<file path="config.mk">
export PLATFORM = sky130hd
export DESIGN_NAME = rcbp_ram
export DESIGN_NICKNAME = d
export VERILOG_FILES = /design/src/hw/rtl/rcbp_ram.sv
export SDC_FILE = /design/constraint.sdc
export NUM_CORES = 2
export LEC_CHECK = 0
export BUFFER_PORTS_ARGS = -buffer_cell sky130_fd_sc_hd__buf_2
export CORE_AREA = 2 2 678 343
export DETAILED_ROUTE_END_ITERATION = 8
export DIE_AREA = 0 0 680 345
export PLACE_DENSITY = 0.58
export SETUP_SLACK_MARGIN = 0.02
export SYNTH_ARGS = -nofsm -noshare
export SYNTH_HDL_FRONTEND = slang
export SYNTH_SLANG_ARGS = --single-unit
</file>
<file path="constraint.sdc">
create_clock -name clk -period 2.25 [get_ports clk]
set_input_delay 0.225 -clock clk [delete_from_list [all_inputs] [get_ports clk]]
set_output_delay 0.225 -clock clk [all_outputs]
set_load 0.01 [all_outputs]
</file>
<file path="src/hw/rtl/rcbp_ram.sv">
// ----------------------------------------------------------------------------
// rcbp_ram - generic single-write, single-read synchronous RAM
// One write port, one read port, read data registered and held between reads.
// ----------------------------------------------------------------------------
`timescale 1ns / 1ps
`default_nettype none

module rcbp_ram #(
	parameter int WIDTH = 8,
	parameter int DEPTH = 256
) (
	input  wire logic                     clk,
	input  wire logic                     we,
	input  wire logic [$clog2(DEPTH)-1:0] waddr,
	input  wire logic [WIDTH-1:0]         wdata,
	input  wire logic                     re,
	input  wire logic [$clog2(DEPTH)-1:0] raddr,
	output logic      [WIDTH-1:0]         rdata
);

	logic [WIDTH-1:0] mem [DEPTH];

	always_ff @(posedge clk) begin
		if (we) begin
			mem[waddr] <= wdata;
		end
		if (re) begin
			rdata <= mem[raddr];
		end
	end

endmodule

`default_nettype wire

</file>
======== Word level (Yosys, flattened, before mapping) ========
Memory sizes are Yosys's and may differ from the RTL's. A register that Yosys moved wholly into a read port is not among the register bits.
Index checks and enable logic that the tools add are counted.
storage, ports and cells
  output and inout port bits .............. 8
  bits in writable memories ............... 2048
  memories ................................ 1
  word-level logic and storage cells ...... 3
  input bits .............................. 27
  register bits ........................... 0
memories
  name  words  bits a word  rd ports  clocked after Yosys merged registers in  wr ports  line  RTL
  mem   256    8            1         1                                        1         21    logic [WIDTH-1:0] mem [DEPTH];
operators by class
  muxes and demuxes ....................... 2
operators by type and width
  cell              count
  1-bit 2-to-1 mux  2

======== Longest topological paths before layout ========
  word-level depth ........................ 2
  gate-level depth with buffers ........... 11
  mapped depth without buffers ............ 6

======== Worst setup path before layout ========
No wires, ideal clock.
  kind .................................... input -> register
  from .................................... input raddr[0]
  to ...................................... register rdata[2] (read register of mem) (data pin)
  data arrival time ....................... 2.032 ns
  library setup time ...................... 0.269 ns
  setup slack ............................. -0.051 ns
  stages on the path ...................... 9
  buffers on the path ..................... 4
  data required time ...................... 1.981 ns
  cell sequence ........................... buf_6 > buf_12 > buf_8 > buf_2 > mux4_2 > a22oi_1 > a21oi_1 > nor4_1 > nor4_2
RTL lines
  element      line  RTL
  from (decl)  17    input wire logic [$clog2(DEPTH)-1:0] raddr,
  to (decl)    18    output logic [WIDTH-1:0] rdata

==> key figures <==
Clock network
  – Clock root buffer master: clkbuf_16
  – CTS H-tree lvls: 4
  – Buffers inserted during post-CTS setup optimization: 0
  – Sinks on Clock Net: 2056
  – TritonCTS clock tree: done
  – Maximum number of buffers from clock root to sink: 4
  – Source-to-sink clock delay at the later pin of the worst-skew pair: 0.83 ns
  – Cts bufs inserted: 176
  – Reg clk slew, reported paths: 0.07 ns

Timing
  – Final count of negative-setup-slack endpoints: 7
  – Worst rel slew slack: 0.3624
  – Final Cycle Share: 1.046
  – Max-slew violation count: 0
  – Hold slack: 0.1337 ns
  – Setup repair after global routing missed its margin: true
  – Max Clk Rate: 424.7 MHz
  – Final worst clock skew: 0.03308 ns
  – Worst setup margin: -0.1046 ns
  – Final hold violation count: 0
  – Clock period minus final worst setup slack: 2.355 ns
  – Worst-margin pin slew: 0.9564 ns

Synth
  – Count of synthesis-stage warnings from yosys: 0
  – Share of synthesized flip-flops with an asynchronous set or reset: 0
  – Synth Net Count: 3760
  – Post-Synthesis Cells: 3733
  – Portion of the post-synthesis area used by sequential elements: 0.7753
  – Number of distinct library cells after synthesis: 54
  – Number of flip-flops and latches in the synthesized netlist: 2056
  – Number of flops mapped to enable cells by yosys: 2056
  – Synth Flop Type: edfxtp_1
  – Netlist Area Pre-Place: 79640 um2
  – Synthesized area per cell: 21.33 um2

Worst setup path
  – Startpoint-to-endpoint class of the critical path: reg2reg
  – Family with the most delay on the worst path: simple AND/OR/NAND/NOR gates
  – CP max FO: 1
  – Delay of the slowest cell on the worst path: 0.55 ns
  – Category of the worst setup path capture point: register
  – Cell-by-cell listing of the critical path: mux4_2 -> a22oi_2 -> a21oi_4 -> nor4_4 -> buf_4 -> nor4_2
  – Buf+Inv Stages, Crit Path: 1
  – Launching element type of the critical path: register
  – Required time reported for the critical path endpoint: 2.83 ns
  – Arrival time of data at the critical path endpoint: 2.94 ns
  – CP max-delay cell: nor4_4

Global routing
  – Maximum number of pins on one net before global-route repair: 80
  – Number of global-route vias before repair: 40940
  – Wire length of the first global-routing pass: 322900 um
  – Antenna violations before repair: 21
  – GRT Total Usage: 0.1933
  – Remaining Overflow, GRT: 0

Routing
  – Detail-routed via count per cell: 5.526
  – Number of nets with antenna violations after routing: 0
  – First-pass iteration count of the detailed router: 5
  – Post-detailed-route wirelength per cell: 29.78 um
  – Iteration-0 DRC count of the detailed router: 6736
  – Total routed wirelength: 230000 um
  – DRC violation count after routing: 0
  – Via count: 42670

Final layout
  – Leading cell type in the layout, fill and taps excluded: edfxtp_1
  – Layout cell share with drive strength beyond 1: 0.3558
  – Nets@finish: 4569
  – Commonest cells after routing, fill and taps aside: 2056 x edfxtp_1, 708 x buf_4, 455 x mux4_2
  – Synth-to-Final Area Change: 20.69%

Die
  – Initial core utilization: 0.3469
  – Boundary pin count: 35
  – Floorplan die height: 345 um
  – Die W: 680 um
  – Standard cell core area: 229600 um2
  – Standard-cell rows: 125
  – DIE AREA: 234600 um2

Run status
  – Violations in the final reports: setup timing
  – Outcome: finished, violations left

Power and ir drop
  – Leakage power summed over all cells: 30.98 nW
  – Cell area power density: 806.0 nW/um2
  – Maximum VDD drop: 0.0006315 V

Placed design
  – Gp weighted congestion: 0.8785
  – Total of buffers placed on input and output ports: 34
  – Worst slack at placement: -1.345 ns
  – Sum of net half-perimeters after detailed placement: 157300 um

Flow run
  – Max-capacitance violation count: 0

Worst hold path
  – Worst hold path class: in2reg
-- metal layers --
metal	wire (um)	GRT usage	up-vias	share of wire
li1	-	-	17340	-
met1	106400	0.3176	22620	0.46
met2	88300	0.2424	2485	0.38
met3	32240	0.07012	228	0.14
met4	3006	0.02834	0	0.013
met5	0	0	-	0
-- stage by stage --
stage | instance area [um2] | TNS, ns | power, mW | util | cells
detailed placement | 89930 | -8.188 | 47.93 | 0.3917 | 7404
floorplan | 79720 | 0 | 45.16 | - | 3733
global route | 96100 | -0.6745 | 79.80 | 0.4186 | 7721
finish | 96110 | -0.4267 | 77.46 | 0.4186 | 7723
CTS | 95870 | -0.4341 | 77.87 | 0.4176 | 7720
global placement | 89900 | -9.413 | 47.86 | 0.3915 | 7402
-- synth_stat cells, drive strengths merged, types with 4 or more instances --
| library cell | n | area (um2) |
|---|---|---|
| buf | 122 | 1032 |
| o22a | 5 | 43.79 |
| nor2 | 282 | 1059 |
| nor4 | 27 | 187.7 |
| nand2b | 8 | 50.05 |
| clkbuf | 111 | 416.7 |
| o211ai | 10 | 75.07 |
| a2111oi | 5 | 52.55 |
| and2 | 6 | 37.54 |
| nand3 | 34 | 170.2 |
| o22ai | 28 | 175.2 |
| a211oi | 16 | 120.1 |
| mux2i | 134 | 1341 |
| a22oi | 133 | 998.5 |
| nand4 | 10 | 62.56 |
| mux4 | 456 | 10280 |
| nand2 | 33 | 123.9 |
| edfxtp | 2056 | 61740 |
| a22o | 8 | 70.07 |
| a21oi | 96 | 480.5 |
| o32ai | 5 | 51.30 |
| a221oi | 14 | 128.9 |
| nor2b | 31 | 193.9 |
| nor3 | 22 | 110.1 |
| o221ai | 47 | 417.9 |
| o21ai | 12 | 60.06 |
| or2 | 4 | 25.02 |
-- flip-flops by register name (all words and copies together), names as in the netlist --
register	flops
mem	2048
rdata	8
-- what timing repair did --
item                       in CTS  in global routing
hold buffers                    9                  0
hold endpoints to repair      317                  0
pin swaps                      22                 27
setup endpoints to repair       8                  8
resized for setup              65                 43
-- final cells by class --
class	instances	area [um2]
antenna	4	10.01
clock buffer	210	4617
sequential	2056	61740
inverter	2	7.507
fill	19920	133500
clock inverter	97	855.8
multi-input combinational	1442	17140
timing repair buffer	864	7931
tap	3048	3814
-- report_power, final --
| group | leakage [nW] | switching (mW) | internal, mW |
|---|---|---|---|
| clock | 2.70 | 13.9 | 16.3 |
| combinational | 9.80 | 3.02 | 2.05 |
| sequential | 18.5 | 0.0422 | 42.2 |
-- worst reg2reg max path, stage by stage (launching register included) --
cell and delay [ns]:
edfxtp_1 0.38, mux4_2 0.54, a22oi_2 0.26, a21oi_4 0.14, nor4_4 0.56, buf_4 0.20, nor4_2 0.04
-- worst paths after layout --
kind / depth (start not counted) / from / slack (ns) / endpoint
min: 4 / waddr[2] / 0.13 / mem[172][3]
max reg2reg: 6 / mem[247][2] / -0.10 / rdata[2]
max: 6 / mem[247][2] / -0.10 / rdata[2]
min reg2reg: 7 / mem[32][5] / 1.21 / rdata[5]
-- cell families after synthesis --
| family | after synthesis | share of synthesized area |
|---|---|---|
| multiplexers | 591 | 0.1460 |
| AND/OR/NAND/NOR | 466 | 0.02625 |
| flip-flops | 2056 | 0.7753 |
| AO/OA/AOI/OAI | 385 | 0.03416 |
| buffers and inverters | 235 | 0.01829 |
(Power assumes the default switching activity.)
